### src/rtl/spectrum_band_peak_hold_meter_unit_macros.svh
// Assertion macros for the spectrum band peak-hold meter.
`ifndef SPECTRUM_BAND_PEAK_HOLD_METER_UNIT_MACROS_SVH
`define SPECTRUM_BAND_PEAK_HOLD_METER_UNIT_MACROS_SVH
`ifndef ASSERT_OFF
// Same-cycle implication, sampled on clk, off while arst_n is low.
`define SBPM_ASSERT_IMPLY(lbl, ante, cons, msg) \
	lbl: assert property (@(posedge clk) disable iff (!arst_n) (ante) |-> (cons)) \
		else $error(msg);
// Next-cycle implication, sampled on clk, off while arst_n is low.
`define SBPM_ASSERT_NEXT(lbl, ante, cons, msg) \
	lbl: assert property (@(posedge clk) disable iff (!arst_n) (ante) |=> (cons)) \
		else $error(msg);
`else
`define SBPM_ASSERT_IMPLY(lbl, ante, cons, msg)
`define SBPM_ASSERT_NEXT(lbl, ante, cons, msg)
`endif
`endif

### src/rtl/sbpm_pkg.sv
// Shared constants, types and functions of the spectrum band peak-hold meter.
package sbpm_pkg;

	localparam int BIN_COUNT   = 512;
	localparam int BAND_COUNT  = 10;
	localparam int LEVEL_COUNT = 14;
	localparam int MAG_W       = 31;
	localparam int BIN_W       = 9;
	localparam int BAND_W      = 4;
	localparam int LEVEL_W     = 4;
	localparam int FIFTHS_W    = 7;
	localparam int HOLD_W      = 8;
	localparam int DECAY_W     = 7;
	localparam int CFG_DATA_W  = 8;
	localparam int CFG_IDX_W   = 1;
	localparam int OUT_DEPTH   = 4;

	localparam logic [HOLD_W-1:0]  HOLD_FRAMES_RST  = HOLD_W'(3);
	localparam logic [DECAY_W-1:0] DECAY_FIFTHS_RST = DECAY_W'(1);

	typedef enum logic [CFG_IDX_W-1:0] {
		CFG_HOLD_FRAMES  = 1'b0,
		CFG_DECAY_FIFTHS = 1'b1
	} cfg_index_t;

	localparam logic [MAG_W-1:0] LEVEL_FLOOR [LEVEL_COUNT] = '{
		MAG_W'(365 * 1024),   MAG_W'(518 * 1024),   MAG_W'(704 * 1024),
		MAG_W'(1024 * 1024),  MAG_W'(1472 * 1024),  MAG_W'(2048 * 1024),
		MAG_W'(2944 * 1024),  MAG_W'(4096 * 1024),  MAG_W'(5824 * 1024),
		MAG_W'(8192 * 1024),  MAG_W'(11584 * 1024), MAG_W'(16000 * 1024),
		MAG_W'(22400 * 1024), MAG_W'(30720 * 1024)
	};

	// A band that closes, handed from the band tracker to the peak-hold stage.
	typedef struct packed {
		logic              valid;
		logic [BAND_W-1:0] band;
		logic [MAG_W-1:0]  band_max;
	} close_t;

	typedef struct packed {
		logic [BAND_W-1:0]  band;
		logic [LEVEL_W-1:0] display_level;
		logic [LEVEL_W-1:0] instant_level;
		logic               last_band;
	} result_t;

	function automatic logic [BIN_W-1:0] band_last_bin(input logic [BAND_W-1:0] b);
		logic [BIN_W-1:0] r;
		unique case (b)
			BAND_W'(0): r = BIN_W'(1);
			BAND_W'(1): r = BIN_W'(2);
			BAND_W'(2): r = BIN_W'(4);
			BAND_W'(3): r = BIN_W'(8);
			BAND_W'(4): r = BIN_W'(18);
			BAND_W'(5): r = BIN_W'(35);
			BAND_W'(6): r = BIN_W'(57);
			BAND_W'(7): r = BIN_W'(149);
			BAND_W'(8): r = BIN_W'(298);
			default:    r = BIN_W'(BIN_COUNT - 1);
		endcase
		return r;
	endfunction

	// The thresholds rise, so the level is the count of thresholds met.
	function automatic logic [LEVEL_W-1:0] quantize(input logic [MAG_W-1:0] m);
		logic [LEVEL_W-1:0] lvl;
		lvl = '0;
		for (int i = 0; i < LEVEL_COUNT; i++) begin
			if (m >= LEVEL_FLOOR[i]) begin
				lvl = LEVEL_W'(i + 1);
			end
		end
		return lvl;
	endfunction

endpackage

### src/rtl/sbpm_band_tracker.sv
// Input register, bin counter, band index and running band maximum.
module sbpm_band_tracker (
	input  logic                         clk,
	input  logic                         arst_n,
	input  logic                         in_valid,
	input  logic [sbpm_pkg::MAG_W-1:0]   in_magnitude,
	input  logic                         in_frame_end,
	output logic                         valid_s1,
	output sbpm_pkg::close_t             close_s2
);

	logic [sbpm_pkg::MAG_W-1:0]  mag_s1;
	logic                        fend_s1;
	logic [sbpm_pkg::BIN_W-1:0]  bin_q;
	logic [sbpm_pkg::BAND_W-1:0] band_q;
	logic [sbpm_pkg::MAG_W-1:0]  max_q;
	logic                        close_valid_s2;
	logic [sbpm_pkg::BAND_W-1:0] close_band_s2;
	logic [sbpm_pkg::MAG_W-1:0]  close_max_s2;

	logic [sbpm_pkg::BAND_W-1:0] band_cur;
	logic [sbpm_pkg::BAND_W-1:0] band_inc;
	logic [sbpm_pkg::MAG_W-1:0]  max_new;
	logic                        hit;

	always_comb begin
		band_cur = (band_q >= sbpm_pkg::BAND_W'(sbpm_pkg::BAND_COUNT)) ? '0 : band_q;
		band_inc = (band_cur == sbpm_pkg::BAND_W'(sbpm_pkg::BAND_COUNT - 1)) ? '0
		           : band_cur + sbpm_pkg::BAND_W'(1);
		max_new  = (mag_s1 > max_q) ? mag_s1 : max_q;
		hit      = valid_s1 && (bin_q != '0)
		           && (bin_q == sbpm_pkg::band_last_bin(band_cur));
	end

	always_ff @(posedge clk or negedge arst_n) begin
		if (!arst_n) begin
			valid_s1       <= 1'b0;
			close_valid_s2 <= 1'b0;
			bin_q          <= '0;
			band_q         <= '0;
			max_q          <= '0;
		end else begin
			valid_s1       <= in_valid;
			close_valid_s2 <= hit;
			if (valid_s1) begin
				if (fend_s1) begin
					// End of frame: any unfinished band is dropped.
					bin_q  <= '0;
					band_q <= '0;
					max_q  <= '0;
				end else begin
					bin_q  <= (bin_q == sbpm_pkg::BIN_W'(sbpm_pkg::BIN_COUNT - 1)) ? '0
					          : bin_q + sbpm_pkg::BIN_W'(1);
					band_q <= hit ? band_inc : band_cur;
					if (hit) begin
						max_q <= '0;
					end else if (bin_q != '0) begin
						max_q <= max_new;
					end
				end
			end
		end
	end

	always_ff @(posedge clk) begin
		if (in_valid) begin
			mag_s1  <= in_magnitude;
			fend_s1 <= in_frame_end;
		end
		if (hit) begin
			close_band_s2 <= band_cur;
			close_max_s2  <= max_new;
		end
	end

	assign close_s2 = '{valid: close_valid_s2, band: close_band_s2, band_max: close_max_s2};

endmodule

### src/rtl/sbpm_peak_hold.sv
// Level quantizer, configuration registers and per-band peak-hold stores.
module sbpm_peak_hold (
	input  logic                              clk,
	input  logic                              arst_n,
	input  logic                              cfg_we,
	input  logic [sbpm_pkg::CFG_IDX_W-1:0]    cfg_index,
	input  logic [sbpm_pkg::CFG_DATA_W-1:0]   cfg_wdata,
	input  sbpm_pkg::close_t                  close_s2,
	output logic                              push,
	output sbpm_pkg::result_t                 result
);

	logic [sbpm_pkg::HOLD_W-1:0]   hold_frames_q;
	logic [sbpm_pkg::DECAY_W-1:0]  decay_fifths_q;
	logic [sbpm_pkg::FIFTHS_W-1:0] peak_q [sbpm_pkg::BAND_COUNT];
	logic [sbpm_pkg::HOLD_W-1:0]   hold_q [sbpm_pkg::BAND_COUNT];

	logic [sbpm_pkg::LEVEL_W-1:0]  lvl;
	logic [sbpm_pkg::FIFTHS_W-1:0] lvl5;
	logic [sbpm_pkg::FIFTHS_W-1:0] peak_cur;
	logic [sbpm_pkg::HOLD_W-1:0]   hold_cur;
	logic [sbpm_pkg::FIFTHS_W-1:0] peak_nxt;
	logic [sbpm_pkg::HOLD_W-1:0]   hold_nxt;
	logic [13:0]                   div_prod;

	always_comb begin
		lvl      = sbpm_pkg::quantize(close_s2.band_max);
		lvl5     = {3'b000, lvl} * sbpm_pkg::FIFTHS_W'(5);
		peak_cur = peak_q[close_s2.band];
		hold_cur = hold_q[close_s2.band];
		peak_nxt = peak_cur;
		hold_nxt = hold_cur;
		priority if (lvl5 > peak_cur) begin
			peak_nxt = lvl5;
			hold_nxt = hold_frames_q;
		end else if (hold_cur != '0) begin
			hold_nxt = hold_cur - sbpm_pkg::HOLD_W'(1);
		end else begin
			peak_nxt = (peak_cur > decay_fifths_q) ? peak_cur - decay_fifths_q : '0;
		end
		// Divide by 5 as a multiply by 205/1024; exact for all reachable peaks.
		div_prod = 14'(peak_nxt) * 14'd205;
	end

	assign push   = close_s2.valid;
	assign result = '{
		band:          close_s2.band,
		display_level: div_prod[13:10],
		instant_level: lvl,
		last_band:     close_s2.band == sbpm_pkg::BAND_W'(sbpm_pkg::BAND_COUNT - 1)
	};

	always_ff @(posedge clk or negedge arst_n) begin
		if (!arst_n) begin
			hold_frames_q  <= sbpm_pkg::HOLD_FRAMES_RST;
			decay_fifths_q <= sbpm_pkg::DECAY_FIFTHS_RST;
			for (int i = 0; i < sbpm_pkg::BAND_COUNT; i++) begin
				peak_q[i] <= '0;
				hold_q[i] <= '0;
			end
		end else begin
			if (cfg_we) begin
				unique case (sbpm_pkg::cfg_index_t'(cfg_index))
					sbpm_pkg::CFG_HOLD_FRAMES: begin
						hold_frames_q <= cfg_wdata[sbpm_pkg::HOLD_W-1:0];
					end
					sbpm_pkg::CFG_DECAY_FIFTHS: begin
						decay_fifths_q <= cfg_wdata[sbpm_pkg::DECAY_W-1:0];
					end
				endcase
			end
			if (close_s2.valid) begin
				peak_q[close_s2.band] <= peak_nxt;
				hold_q[close_s2.band] <= hold_nxt;
			end
		end
	end

endmodule

### src/rtl/sbpm_out_fifo.sv
// Small result queue that decouples the pipeline from the output channel.
module sbpm_out_fifo #(
	parameter int DEPTH = sbpm_pkg::OUT_DEPTH
) (
	input  logic                         clk,
	input  logic                         arst_n,
	input  logic                         push,
	input  sbpm_pkg::result_t            push_data,
	input  logic                         pop_ready,
	output logic                         out_valid,
	output sbpm_pkg::result_t            out_data,
	output logic [$clog2(DEPTH+1)-1:0]   count
);

	localparam int PTR_W = $clog2(DEPTH);
	localparam int CNT_W = $clog2(DEPTH + 1);

	sbpm_pkg::result_t  entry_q [DEPTH];
	logic [PTR_W-1:0]   wr_ptr_q;
	logic [PTR_W-1:0]   rd_ptr_q;
	logic [CNT_W-1:0]   count_q;
	logic               pop;

	assign out_valid = count_q != '0;
	assign out_data  = entry_q[rd_ptr_q];
	assign count     = count_q;
	assign pop       = out_valid && pop_ready;

	always_ff @(posedge clk or negedge arst_n) begin
		if (!arst_n) begin
			wr_ptr_q <= '0;
			rd_ptr_q <= '0;
			count_q  <= '0;
		end else begin
			if (push) begin
				wr_ptr_q <= (wr_ptr_q == PTR_W'(DEPTH - 1)) ? '0 : wr_ptr_q + PTR_W'(1);
			end
			if (pop) begin
				rd_ptr_q <= (rd_ptr_q == PTR_W'(DEPTH - 1)) ? '0 : rd_ptr_q + PTR_W'(1);
			end
			if (push && !pop) begin
				count_q <= count_q + CNT_W'(1);
			end else if (pop && !push) begin
				count_q <= count_q - CNT_W'(1);
			end
		end
	end

	always_ff @(posedge clk) begin
		if (push) begin
			entry_q[wr_ptr_q] <= push_data;
		end
	end

endmodule

### src/rtl/spectrum_band_peak_hold_meter_unit.sv
// Spectrum band peak-hold meter: top level with ports, flow control and checks.
//
// Input stream: one magnitude bin per transaction, lowest frequency first.
// s_tdata[30:0] is the magnitude, s_tlast marks the last bin of a frame.
// Bin 0 of each frame is ignored; the rest fall into ten bands of non-decreasing width.
// Output stream: one transaction each time a band closes. m_tlast is set
// for band 9, which ends the results of a frame.
// A bin that closes a band passes the input register, then the band register;
// its result is then written into the result queue and shows on m_tvalid.
// Throughput: one bin per cycle, sustained while the receiver keeps up.
// s_tready is high while the items in flight plus the queued results are
// fewer than OUT_DEPTH, so a stalled receiver fills the queue and then
// holds off the sender; nothing is lost.
// Configuration: cfg_we with cfg_index 0 writes hold_frames, index 1 writes
// decay_fifths; write only while the block is idle.
// Reset clears the bin counter, the band state, all peak and hold stores,
// empties the queue and loads hold_frames = 3, decay_fifths = 1.
`include "spectrum_band_peak_hold_meter_unit_macros.svh"
module spectrum_band_peak_hold_meter_unit #(
	parameter int OUT_DEPTH = sbpm_pkg::OUT_DEPTH
) (
	input  logic                              clk,
	input  logic                              arst_n,
	input  logic                              s_tvalid,
	output logic                              s_tready,
	input  logic [31:0]                       s_tdata,   // [30:0] magnitude, [31] zero
	input  logic                              s_tlast,   // frame_end
	output logic                              m_tvalid,
	input  logic                              m_tready,
	output logic [15:0]                       m_tdata,   // [3:0] band, [7:4] display_level,
	                                                     // [11:8] instant_level, [15:12] zero
	output logic                              m_tlast,   // last_band
	input  logic                              cfg_we,
	input  logic [sbpm_pkg::CFG_IDX_W-1:0]    cfg_index,
	input  logic [sbpm_pkg::CFG_DATA_W-1:0]   cfg_wdata
);

	localparam int CNT_W = $clog2(OUT_DEPTH + 1);
	localparam int SUM_W = $clog2(OUT_DEPTH + 3);

	logic                 in_accept;
	logic                 valid_s1;
	sbpm_pkg::close_t     close_s2;
	logic                 push;
	sbpm_pkg::result_t    push_data;
	sbpm_pkg::result_t    out_data;
	logic [CNT_W-1:0]     fifo_count;
	logic [SUM_W-1:0]     inflight;
	logic                 band_is_last;

	// Every item in the pipeline may still produce a result; reserve queue room for it.
	assign inflight  = SUM_W'(fifo_count) + SUM_W'(valid_s1) + SUM_W'(close_s2.valid);
	assign s_tready  = inflight < SUM_W'(OUT_DEPTH);
	assign in_accept = s_tvalid && s_tready;

	sbpm_band_tracker u_tracker (
		.clk          (clk),
		.arst_n       (arst_n),
		.in_valid     (in_accept),
		.in_magnitude (s_tdata[sbpm_pkg::MAG_W-1:0]),
		.in_frame_end (s_tlast),
		.valid_s1     (valid_s1),
		.close_s2     (close_s2)
	);

	sbpm_peak_hold u_peak (
		.clk       (clk),
		.arst_n    (arst_n),
		.cfg_we    (cfg_we),
		.cfg_index (cfg_index),
		.cfg_wdata (cfg_wdata),
		.close_s2  (close_s2),
		.push      (push),
		.result    (push_data)
	);

	sbpm_out_fifo #(
		.DEPTH (OUT_DEPTH)
	) u_fifo (
		.clk       (clk),
		.arst_n    (arst_n),
		.push      (push),
		.push_data (push_data),
		.pop_ready (m_tready),
		.out_valid (m_tvalid),
		.out_data  (out_data),
		.count     (fifo_count)
	);

	assign m_tdata = {4'b0000, out_data.instant_level, out_data.display_level, out_data.band};
	assign m_tlast = out_data.last_band;

	assign band_is_last = out_data.band == sbpm_pkg::BAND_W'(sbpm_pkg::BAND_COUNT - 1);

	`SBPM_ASSERT_IMPLY(a_no_overflow, 1'b1, inflight <= SUM_W'(OUT_DEPTH), "result queue overbooked")
	`SBPM_ASSERT_NEXT(a_close_lands, close_s2.valid, fifo_count != '0, "closed band not queued")
	`SBPM_ASSERT_IMPLY(a_last_band, m_tvalid, m_tlast == band_is_last, "last_band flag mismatch")

endmodule
### config.mk
export PLATFORM = sky130hd
export DESIGN_NAME = spectrum_band_peak_hold_meter_unit
export DESIGN_NICKNAME = d
export VERILOG_FILES = /design/src/rtl/sbpm_pkg.sv /design/src/rtl/sbpm_band_tracker.sv /design/src/rtl/sbpm_peak_hold.sv /design/src/rtl/sbpm_out_fifo.sv /design/src/rtl/spectrum_band_peak_hold_meter_unit.sv
export VERILOG_INCLUDE_DIRS = /design/src /design/src/rtl
export SDC_FILE = /design/constraint.sdc
export NUM_CORES = 1
export LEC_CHECK = 0
export ABC_AREA = 1
export BUFFER_PORTS_ARGS = -buffer_cell sky130_fd_sc_hd__buf_2
export CAP_MARGIN = 10
export CORE_MARGIN = 5
export CORE_UTILIZATION = 60
export CTS_BUF_LIST = sky130_fd_sc_hd__clkbuf_16
export DETAILED_ROUTE_END_ITERATION = 10
export GPL_ROUTABILITY_DRIVEN = 0
export PLACE_DENSITY = 0.84
export SLEW_MARGIN = 20
export SYNTH_ARGS = -nofsm -noshare
export SYNTH_HDL_FRONTEND = slang
export SYNTH_HIERARCHICAL = 1
export SYNTH_SLANG_ARGS = --single-unit
### constraint.sdc
create_clock -name clk -period 13.6 [get_ports clk]
set_clock_uncertainty 0.2 [all_clocks]
set_input_delay 0.68 -clock clk [delete_from_list [all_inputs] [get_ports clk]]
set_output_delay 0.68 -clock clk [all_outputs]
set_load 0.05 [all_outputs]
; After elaboration in Yosys (flattened, before gate mapping)
; Memories as Yosys holds them, arrays and structs flattened.
; Index checks and enable logic that the tools add are counted.
[classes]
add_sub_neg = 10
multipliers = 2
magnitude_cmp = 21
eq_ne = 6
muxes = 47
bitwise = 2
reduce_logical = 17
[ops]
columns = operator, n
row1 = $mux 31, 4
row2 = $ge 31x24->1 const B, 3
row3 = $bwmux 80, 1
row4 = $bwmux 70, 1
row5 = $mux 4, 17
row6 = $ge 31x20->1 const B, 2
row7 = $ge 31x21->1 const B, 2
row8 = $ge 31x22->1 const B, 2
row9 = $ge 31x23->1 const B, 2
row10 = $ge 31x25->1 const B, 2
row11 = $mux 7, 6
row12 = $mux 8, 5
row13 = $bmux 8 s4, 1
row14 = $demux 8 s4, 1
row15 = $ge 31x19->1 const B, 1
row16 = $gt 31x31->1, 1
row17 = $bmux 7 s4, 1
row18 = $demux 7 s4, 1
row19 = $mux 9, 2
row20 = $gt 7x7->1, 2
row21 = $mul 7x8->14 const B, 1
row22 = $add 9x1->9 const B, 1
row23 = $eq 9x9->1, 1
row24 = $eq 9x9->1 const B, 1
row25 = 26 further kinds, 44
[word_totals]
ff_bits = 285
ram_bits = 52
rom_bits = 144
inputBits = 47
memories = 2
[memory_table]
columns = memory, words, width, rd, rd_ports_with_merged_regs, write_ports, line
row1 = (no name shown), 16, 9, 1, 0, 0, sbpm_pkg.sv:50  ; unique case (b)
row2 = u_fifo.entry_q, 4, 13, 1, 0, 1, sbpm_out_fifo.sv:18  ; sbpm_pkg::result_t entry_q [DEPTH];

; Logic depth before layout (Yosys ltp)
; Gate-level depths: netlist (run 1).
[depth]
depth_word = 19
depth_mapped = 53
mapped_depth_nobuf = 51

; Hierarchy
; The synthesis (run 1) kept the hierarchy.
[modules_own_cells]
columns = module, n_inst, cells_each, area_each_um2, seq_area_each_um2
row1 = sbpm_peak_hold, 1, 1201, 9575.4, 4132.7
row2 = sbpm_band_tracker, 1, 661, 5856.9, 3163.0
row3 = sbpm_out_fifo, 1, 205, 2583.7, 1736.7
row4 = spectrum_band_peak_hold_meter_unit, 1, 17, 96.3, 0.0

; Worst setup path after synthesis (run 1)
; No wires, ideal clock.
[synth_path]
kind = reg2reg
start = register u_tracker/close_max_s2[21] in the netlist's numbering
end = memory u_fifo/entry_q[0][7] in the netlist's numbering, data pin
setup_time_ns = 0.254
t_arrival_ns = 7.035
required_time_ns = 13.146
slack_ns = 6.111
stages_incl_launch_ff = 53
synth_period_minus_slack_ns = 7.489
path_cell_list = edfxtp_1 > nor2_1 > inv_1 > nor2_1 > nand2_1 > nor2_1 > nand2_1 > nand2_1 > nand2_1 > nand2_1 > nand2_1 > nand2_1 > nand2_1 > nand2_1 > nand2_1 > nand2_1 > nand2_1 > nand2_1 > [17 not listed] > inv_1 > ha_1 > inv_1 > fa_1 > inv_1 > ha_1 > inv_1 > fa_1 > inv_1 > ha_1 > a21oi_1 > nor2_1 > nor2_1 > o21bai_1 > a21oi_1 > o21ai_1 > xor2_1 > buf_4
[synth_rtl]
columns = element, line
row1 = from (decl), sbpm_band_tracker.sv:19  ; logic [sbpm_pkg::MAG_W-1:0] close_max_s2;
row2 = from (signal assigned), sbpm_band_tracker.sv:72  ; close_max_s2 <= max_new;
row3 = to (decl), sbpm_out_fifo.sv:18

==> results of run 1 <==
==> report_power, final <==
| part | internal [mW] | total, mW | switching, mW | leakage, nW |
|---|---|---|---|---|
| registers | 1.41 | 1.63 | 0.215 | 3.92 |
| clock network | 0.555 | 0.951 | 0.395 | 0.601 |
| logic | 0.738 | 2.23 | 1.49 | 4.86 |
==> state kept, by name (all words and copies together) (netlist names), 2 cells and up <==
name                     count
u_fifo/count                 3
u_fifo/entry_q              52
u_fifo/rd_ptr_q              2
u_fifo/wr_ptr_q              2
u_peak/decay_fifths_q        7
u_peak/hold_frames_q         8
u_peak/hold_q               80
u_peak/peak_q               70
u_tracker/band_q             4
u_tracker/bin_q              9
u_tracker/close_band_s2      4
u_tracker/close_max_s2      21
u_tracker/mag_s1            31
u_tracker/max_q             31
==> cells in the final DEF, fill, tap and decap left out, types with 15 or more instances in the layout <==
master,instances
sky130_fd_sc_hd__nand2_1,704
sky130_fd_sc_hd__ha_1,99
sky130_fd_sc_hd__buf_2,59
sky130_fd_sc_hd__o211ai_1,19
sky130_fd_sc_hd__edfxtp_1,109
sky130_fd_sc_hd__o21ai_1,24
sky130_fd_sc_hd__a21oi_1,37
sky130_fd_sc_hd__a22oi_1,40
sky130_fd_sc_hd__nor2_1,104
sky130_fd_sc_hd__nand4_1,19
sky130_fd_sc_hd__dfrtp_1,214
sky130_fd_sc_hd__clkbuf_16,37
sky130_fd_sc_hd__nand3_1,83
sky130_fd_sc_hd__o21ai_0,127
sky130_fd_sc_hd__o221ai_1,15
sky130_fd_sc_hd__inv_1,253
==> layer usage <==
metal | vias up | routed length, um | part of all wire (%)
met5 | - | 0 | 0
met4 | 0 | 1090 | 2.7
met3 | 97 | 2960 | 7.3
met2 | 581 | 19500 | 48
met1 | 6783 | 16800 | 42
li1 | 6805 | - | -
==> final cells by class <==
type / instances / area, um2
Multi-Input combinational cell: 1405 / 7580
Fill cell: 2258 / 10100
Clock buffer: 37 / 926
Clock inverter: 29 / 248
Inverter: 259 / 977
Timing Repair Buffer: 70 / 384
Sequential cell: 327 / 8730
Tap cell: 390 / 488
==> final timing paths <==
kind / slack (ns) / endpoint
setup reg to reg: 4.36 / u_fifo/entry_q[0][7]
setup / recovery: 4.36 / u_fifo/entry_q[0][7]
min in group clk: 0.13 / u_tracker/mag_s1[11]
max in group asynchronous: 11.00 / u_peak/hold_q[46]
hold reg to reg: 0.28 / u_peak/hold_q[75]
hold / removal: -0.007 / u_tracker/max_q[1]
==> through the flow <==
step / cell area (um2) / std cells / hold slack [ns] / utilization [%]
final: 19300 / 2517 / -0.00737 / 65.6
after global routing: 19300 / 2517 / 0.0634 / 65.6
after CTS: 19300 / 2517 / 0.0107 / 65.6
after detailed placement: 18200 / 2451 / 0.267 / 61.6
after global placement: 18200 / 2451 / 0.263 / 61.6
after floorplan: 17800 / 2077 / 0.184 / -
==> impl_metrics.csv, run 1 <==
group,metric,value,unit
routing,drtAntennaViolNets,0,
timing,finalSetupViolations,0,
die,die_width,182,um
routing,drt_pass1_iterations,6,
routing,routedWlPerCell,16.0,um
timing,post-route-period-util,67.9,%
clock_tree,numClockSinks,327,
setup_path,timing.critical_path.from_type,"flip-flop",
clock_tree,worst_skew_pair.late_latency,0.53,ns
setup_path,worstPathBufferInverterCount,11,
setup_path,end_kind,"flip-flop",
outcome,outcome,"complete, but fails checks",
pwr,power.total,4.80,mW
hold_path,worstHoldPathType,"in2async",
timing,final-hold-violation-count,11,
clock_tree,cts-root-buf,"sky130_fd_sc_hd__clkbuf_16",
die,die_h,182,um
timing,finalMaxSlewViolations,0,
grt,use_met2,41.1,%
routing,drt_iter0_drc,1391,
clock_tree,path_clk_slew,0.06,ns
setup_path,critical_path_class,"reg2reg",
yosys,syn_area_per_cell,8.59,um2
grt,wire_length_of_the_first_global_routing_pass,67.4,mm
clock_tree,cts-root-to-sink-buffers,3,
die,io_pins,66,
clock_tree,cts_repair_resize_count,0,
pwr,p_per_area,248,mW/mm2
die,area_enclosed_by_the_die_boundary,0.0332,mm2
timing,final_period_minus_worst_setup_slack,9.24,ns
grt,antenna_found_initial,0,
setup_path,cpPeakStageDelay,0.73,ns
clock_tree,h-tree-depth,2,
yosys,synth_cells,2074,
yosys,synth_warnings,6,
die,initial_utilization,60.4,%
clock_tree,inserted_clock_buffers,36,
timing,rsz_0062_raised_after_global_routing,"no",
setup_path,arrival,9.34,ns
setup_path,worstSetupPathDepth,37,
die,placeableCoreArea,0.0295,mm2
finish,n_antenna_cell,0,
outcome,violated_checks,"hold timing",
setup_path,worst_path_most_repeated_cell,"sky130_fd_sc_hd__inv_1",
placed_design,placed_wire_length_estimate,26.7,mm
routing,detail_route.drc_violations,0,
grt,grt_overflow_total,0,
grt,grt_pass1_vias,13900,
job,maxCapViolCount,0,
setup_path,required,13.70,ns
pwr,p_leak,9.38,nW
grt,grt_max_degree,82,
grt,met1_usage,32.5,%
clock_tree,cts_hold_repair.buffers,0,
timing,setup_total_negative_slack,0,ns
setup_path,cp_max_fo,15,
routing,vias,14300,
routing,drt_wl_total,40.4,mm
timing,worst_slack,4.36,ns
placed_design,dpl_worst_slack,4.64,ns
clock_tree,tritoncts,"done",
setup_path,critPathLaunch,"u_tracker/close_max_s2[29]",
yosys,synth.cell_area,0.0178,mm2
grt,m3_gr_usage,3.77,%
routing,detail_route.vias_per_cell,5.67,
pwr,power.ir.vdd_worst,0.206,mV
setup_path,path_delay_family,"adder cells",
timing,worst_slew_pin_slew,0.981,ns
finish,drive_gt1_share,9.17,%
grt,grt_use_total,24.3,%
setup_path,ff2ff_path_depth,37,
clock_tree,cts_setup_buffers,0,
setup_path,cp_slowest_cell,"sky130_fd_sc_hd__o21ai_0",
timing,max_freq,108,MHz
placed_design,io_buffers,60,
grt,globalRoute.busiestLayer,"met2",
finish,syn_to_final_growth,8.56,%
die,number_of_rows_in_the_core_area,63,
setup_path,timing.rr.start,"u_tracker/close_max_s2[29]",
timing,max_slew_margin,34.5,%
finish,finalNetCount,2256,
timing,fin_worst_hold_slack,-0.00737,ns
Note: power is estimated with default switching activity, not from simulation.
==> run 2: changes to the inputs <==
==> constraint.sdc (replaced) <==
create_clock -name clk -period 8.95 [get_ports clk]
set_clock_uncertainty 0.2 [all_clocks]
set_input_delay 0.4475 -clock clk [delete_from_list [all_inputs] [get_ports clk]]
set_output_delay 0.4475 -clock clk [all_outputs]
set_load 0.05 [all_outputs]
==> impl_metrics.csv, run 2 (synthesis gave the netlist of run 1 again) <==
group,metric,value,unit
outcome,outcome,"finished, final reports clean",
pwr,fraction_of_power_consumed_by_combinational_cells,46.6,%
finish,n_antenna_cell,0,
routing,drt_pass1_iterations,6,
setup_path,worst_path_most_repeated_cell,"sky130_fd_sc_hd__inv_1",
routing,routedWlPerCell,16.1,um
finish,area_occupied_by_registers,0.00873,mm2
finish,reg_top3,"u_peak/hold_q: 80 flops, u_peak/peak_q: 70 flops, u_fifo/entry_q: 52 flops",
pwr,p_per_area,368,mW/mm2
placed_design,placedInstanceArea,0.0182,mm2
pwr,sw_frac_of_total,43.8,%
placed_design,placed_wire_length_estimate,27.0,mm
timing,final-hold-violation-count,0,
die,placeableCoreArea,0.0295,mm2
setup_path,worstSetupPathDepth,39,
setup_path,worst_reg_to_reg_setup_slack,0.66,ns
grt,grt_overflow_total,0,
finish,finalNetCount,2303,
routing,drt_iter0_drc,1457,
clock_tree,tritoncts,"done",
timing,worst_slew_pin_slew,1.02,ns
finish,fillCellCount,2198,
setup_path,end_kind,"flip-flop",
grt,grt_pass1_vias,14100,
pwr,power.share.sequential,34.1,%
grt,wire_length_of_the_first_global_routing_pass,68.1,mm
pwr,power.net_switching,3.18,mW
job,maxCapViolCount,0,
clock_tree,cts-root-to-sink-buffers,3,
setup_path,required,9.01,ns
die,io_pins,66,
routing,drtAntennaViolNets,0,
finish,mostFrequentLayoutCells,"702 x sky130_fd_sc_hd__nand2_1, 254 x sky130_fd_sc_hd__inv_1, 214 x sky130_fd_sc_hd__dfrtp_1",
routing,drt_wl_total,41.2,mm
placed_design,dpl_worst_slack,0.336,ns
grt,grt_max_degree,109,
timing,worst_slack,0.656,ns
grt,antenna_found_initial,0,
pwr,power.ir.vdd_worst,0.315,mV
routing,detail_route.drc_violations,0,
finish,multi_input_area,0.00760,mm2
finish,largest_reg_flops,80,
finish,fin_area,0.0198,mm2
timing,setup_total_negative_slack,0,ns
setup_path,cpPeakStageDelay,0.81,ns
timing,finalSetupViolations,0,
setup_path,ff2ff_path_depth,39,
setup_path,arrival,8.35,ns
setup_path,timing.critical_path.from_type,"flip-flop",
setup_path,worst_r2r_endpoint,"u_fifo/entry_q[2][7]",
clock_tree,numClockSinks,327,
clock_tree,cts-root-buf,"sky130_fd_sc_hd__clkbuf_16",
die,number_of_rows_in_the_core_area,63,
die,die_h,182,um
pwr,clock_power_share,19.4,%
setup_path,critical_path_class,"reg2reg",
finish,syn_to_final_growth,10.9,%
finish,mostFrequentLayoutCell,"sky130_fd_sc_hd__nand2_1",
setup_path,worstPathBufferInverterCount,11,
clock_tree,worst_skew_pair.late_latency,0.54,ns
timing,final_period_minus_worst_setup_slack,8.29,ns
setup_path,path_delay_family,"adder cells",
timing,rsz_0062_raised_after_global_routing,"no",
clock_tree,path_clk_slew,0.06,ns
timing,max_freq,121,MHz
setup_path,critPathCapture,"u_fifo/entry_q[2][7]",
finish,drive_gt1_share,9.71,%
setup_path,critPathLaunch,"u_tracker/close_max_s2[29]",
routing,detail_route.vias_per_cell,5.67,
pwr,p_leak,9.57,nW
finish,top_register,"u_peak/hold_q",
clock_tree,h-tree-depth,2,
setup_path,cp_slowest_cell,"sky130_fd_sc_hd__o21ai_0",
placed_design,io_buffers,60,
setup_path,cp_max_fo,15,
die,die_width,182,um
hold_path,worstHoldPathType,"in2reg",
timing,fin_worst_hold_slack,0.0246,ns
die,initial_utilization,60.4,%
timing,max_slew_margin,31.0,%
routing,vias,14500,
die,area_enclosed_by_the_die_boundary,0.0332,mm2
timing,finalMaxSlewViolations,0,
pwr,int_power,4.08,mW
setup_path,timing.rr.start,"u_tracker/close_max_s2[29]",
clock_tree,inserted_clock_buffers,36,
timing,post-route-period-util,92.7,%
grt,grt_use_total,24.6,%
finish,fin_util,67.0,%
[run 2: cell types whose count changed in the layout (fill, tap and decap cells not counted), moves of 2 or more]
cell                            change
sky130_fd_sc_hd__nand2_1            -2
sky130_fd_sc_hd__buf_4              +9
sky130_fd_sc_hd__dlygate4sd3_1     +38
sky130_fd_sc_hd__clkinv_1           -5
sky130_fd_sc_hd__clkinvlp_4         +2
sky130_fd_sc_hd__inv_2              +2
sky130_fd_sc_hd__nand2_2            +2
[run 2: worst reg2reg max path: cells and delay by family, from the launching register on]
family | cells | cell delay [ns]
and+or+nand+nor | 10 | 1.12
AOI/OAI and AO/OA | 8 | 2.01
DFF | 1 | 0.37
xor gates and xnor gates | 1 | 0.18
adders and majority gates | 9 | 3.10
buffers and inverters | 11 | 1.04
[run 2: power groups by stage]
stage | combinational [mW] | clock, mW | sequential, mW
6_report | 3.38 | 1.41 | 2.47
5_1_grt | 3.81 | 1.50 | 2.52
4_1_cts | 3.33 | 1.42 | 2.47
3_5_place_dp | 3.29 | 0 | 2.49
3_3_place_gp | 3.14 | 0 | 2.46
2_1_floorplan | 2.83 | 0 | 2.34
[run 2: worst min-delay path by stage]
| stage | from | to | depth (start not counted) | slack (ns) |
|---|---|---|---|---|
| after floorplan | arst_n | u_fifo/count[0] | 0 | -0.05 |
| after global placement | u_peak/peak_q[69] | u_peak/peak_q[69] | 2 | 0.26 |
| after detailed placement | u_peak/peak_q[6] | u_peak/peak_q[6] | 2 | 0.27 |
| after CTS | cfg_wdata[3] | u_peak/decay_fifths_q[3] | 3 | 0.02 |
| after global routing | cfg_wdata[2] | u_peak/decay_fifths_q[2] | 3 | 0.02 |
| final | cfg_wdata[2] | u_peak/decay_fifths_q[2] | 3 | 0.02 |
[run 2: layout make-up]
| class | count | share of cell area (%) |
|---|---|---|
| repair buffers | 117 | 4.21 |
| multi-input cells | 1405 | 38.5 |
| well taps | 390 | 2.47 |
| inverters | 259 | 4.97 |
| clock inverters | 30 | 1.10 |
| clock buffers | 36 | 4.56 |
| flip-flops and latches | 327 | 44.2 |
[run 2: through the flow]
| stage | cells | total power [mW] |
|---|---|---|
| after floorplan | 2077 | 5.18 |
| after global placement | 2458 | 5.60 |
| after detailed placement | 2458 | 5.78 |
| after CTS | 2562 | 7.22 |
| after global routing | 2564 | 7.83 |
| final | 2564 | 7.26 |
[run 2: routing by layer]
metal	share of wire, %	track usage, %	up-vias
met2	48	41.4	605
met3	7.5	4.52	138
li1	-	-	6892
met5	0	0	-
met1	41	32.3	6894
met4	3.4	8.56	0
[run 2: repair_timing]
item / CTS / global route
setup endpoints to repair: 0 / 16
hold endpoints to repair: 142 / 0
hold buffers: 38 / 0
gates resized for setup: 0 / 7
buffers inserted: 0 / 2
==> run 3: changes to the inputs <==
--- a/config.mk
+++ b/config.mk
@@ -15,6 +15,7 @@
 export DETAILED_ROUTE_END_ITERATION = 10
 export GPL_ROUTABILITY_DRIVEN = 0
 export PLACE_DENSITY = 0.84
+export REMOVE_ABC_BUFFERS = 1
 export SLEW_MARGIN = 20
 export SYNTH_ARGS = -nofsm -noshare
 export SYNTH_HDL_FRONTEND = slang
==> constraint.sdc (replaced) <==
create_clock -name clk -period 10.65 [get_ports clk]
set_clock_uncertainty 0.2 [all_clocks]
set_input_delay 0.5325 -clock clk [delete_from_list [all_inputs] [get_ports clk]]
set_output_delay 0.5325 -clock clk [all_outputs]
set_load 0.05 [all_outputs]
==> impl_metrics.csv, run 3 (synthesis gave the netlist of run 1 again) <==
group,metric,value,unit
outcome,outcome,"finished, final reports clean",
grt,grt_overflow_total,0,
placed_design,io_buffers,60,
timing,finalSetupViolations,0,
finish,top_register,"u_peak/hold_q",
timing,rsz_0062_raised_after_global_routing,"no",
clock_tree,path_clk_slew,0.06,ns
setup_path,end_kind,"flip-flop",
routing,drt_iter0_drc,1680,
die,die_width,182,um
pwr,p_per_area,309,mW/mm2
finish,stdcell_count,2548,
finish,fin_area,0.0195,mm2
grt,grt_use_total,25.2,%
pwr,fraction_of_power_consumed_by_combinational_cells,47.9,%
grt,met1_usage,32.7,%
pwr,power.net_switching,2.69,mW
routing,detail_route.drc_violations,0,
placed_design,placedInstanceArea,0.0182,mm2
placed_design,placed_wire_length_estimate,27.5,mm
placed_design,dp_cells,2454,
grt,globalRoute.busiestLayer,"met2",
timing,final-hold-violation-count,0,
routing,drt_wl_total,41.7,mm
pwr,int_power,3.34,mW
pwr,power.total,6.03,mW
finish,n_antenna_cell,0,
routing,detail_route.vias_per_cell,5.68,
setup_path,cp_max_fo,15,
clock_tree,cts-root-buf,"sky130_fd_sc_hd__clkbuf_16",
pwr,power.ir.vdd_worst,0.293,mV
clock_tree,cts_hold_repair.buffers,32,
grt,m3_gr_usage,4.17,%
routing,routedWlPerCell,16.4,um
setup_path,critical_path_class,"reg2reg",
grt,wire_length_of_the_first_global_routing_pass,69.8,mm
timing,worst_slew_pin_slew,1.01,ns
timing,final_period_minus_worst_setup_slack,8.93,ns
routing,vias,14500,
die,io_pins,66,
die,placeableCoreArea,0.0295,mm2
clock_tree,cts_setup_buffers,0,
pwr,sw_frac_of_total,44.7,%
timing,setup_total_negative_slack,0,ns
setup_path,timing.critical_path.from_type,"flip-flop",
setup_path,cp_slowest_cell,"sky130_fd_sc_hd__o21ai_0",
die,number_of_rows_in_the_core_area,63,
finish,drive_gt1_share,8.99,%
finish,reg_top3,"u_peak/hold_q: 80 flops, u_peak/peak_q: 70 flops, u_fifo/entry_q: 52 flops",
clock_tree,tritoncts,"done",
setup_path,arrival,8.95,ns
timing,max_freq,112,MHz
die,die_h,182,um
grt,use_met2,43.8,%
routing,drt_pass1_iterations,5,
hold_path,worstHoldPathType,"in2reg",
pwr,p_leak,9.47,nW
finish,mostFrequentLayoutCell,"sky130_fd_sc_hd__nand2_1",
timing,max_slew_margin,32.7,%
finish,mostFrequentLayoutCells,"704 x sky130_fd_sc_hd__nand2_1, 256 x sky130_fd_sc_hd__inv_1, 214 x sky130_fd_sc_hd__dfrtp_1",
setup_path,required,10.67,ns
die,area_enclosed_by_the_die_boundary,0.0332,mm2
grt,grt_max_degree,94,
clock_tree,inserted_clock_buffers,34,
job,maxCapViolCount,0,
die,initial_utilization,60.4,%
clock_tree,cts-root-to-sink-buffers,3,
finish,largest_reg_flops,80,
clock_tree,cts_repair_resize_count,0,
setup_path,cpPeakStageDelay,0.70,ns
pwr,power.share.sequential,34.4,%
clock_tree,worst_skew_pair.late_latency,0.52,ns
finish,finalNetCount,2289,
routing,drtAntennaViolNets,0,
timing,finalMaxSlewViolations,0,
clock_tree,h-tree-depth,2,
finish,syn_to_final_growth,9.43,%
clock_tree,numClockSinks,327,
timing,post-route-period-util,83.8,%
pwr,clock_power_share,17.7,%
grt,antenna_found_initial,0,
grt,grt_pass1_vias,14400,
[run 3: final timing paths]
path / depth (start not counted) / slack (ns) / start / end
setup / recovery: 38 / 1.72 / u_tracker/close_max_s2[23] / u_fifo/entry_q[1][8]
hold / removal: 3 / 0.07 / cfg_wdata[1] / u_peak/hold_frames_q[1]
setup reg to reg: 38 / 1.72 / u_tracker/close_max_s2[23] / u_fifo/entry_q[1][8]
hold reg to reg: 2 / 0.28 / u_peak/peak_q[62] / u_peak/peak_q[62]
max in group asynchronous: 3 / 8.43 / arst_n / u_peak/hold_q[21]
min in group asynchronous: 2 / 0.44 / arst_n / u_tracker/max_q[0]
[run 3: worst max-delay path, delay by kind of cell (launching register included)]
family / cells / cell delay, ns
flops: 1 / 0.45
buf+inv: 10 / 1.40
simple gates: 13 / 1.96
fa+ha+maj: 9 / 2.78
compound gates: 5 / 1.63
xor+xnor: 1 / 0.20
[run 3: final cells by class]
type,instances,area (um2)
Multi-Input combinational cell,1405,7570
Clock buffer,34,851
Sequential cell,327,8730
Fill cell,2240,9990
Tap cell,390,488
Clock inverter,28,146
Timing Repair Buffer,105,727
Inverter,259,977
[run 3: metrics by stage]
step           setup slack (ns)  hold WS [ns]  util, %
2_1_floorplan              2.72        0.0369        -
3_3_place_gp               2.18         0.262     61.6
3_5_place_dp               1.90         0.263     61.6
4_1_cts                    1.78        0.0462     66.1
5_1_grt                    1.06        0.0490     66.1
6_report                   1.72        0.0663     66.1
[run 3: routing by layer]
layer / part of all wire [%] / wire length [um]
met2: 50 / 20700
met1: 40 / 16700
met3: 7.5 / 3150
met4: 2.9 / 1200
met5: 0 / 0
[run 3: power groups by stage]
stage | registers, mW | clock network, mW | logic [mW]
CTS | 2.07 | 1.08 | 2.88
detailed placement | 2.09 | 0 | 2.84
finish | 2.08 | 1.07 | 2.89
floorplan | 2.01 | 0 | 2.12
global route | 2.12 | 1.14 | 3.28
global placement | 2.06 | 0 | 2.69
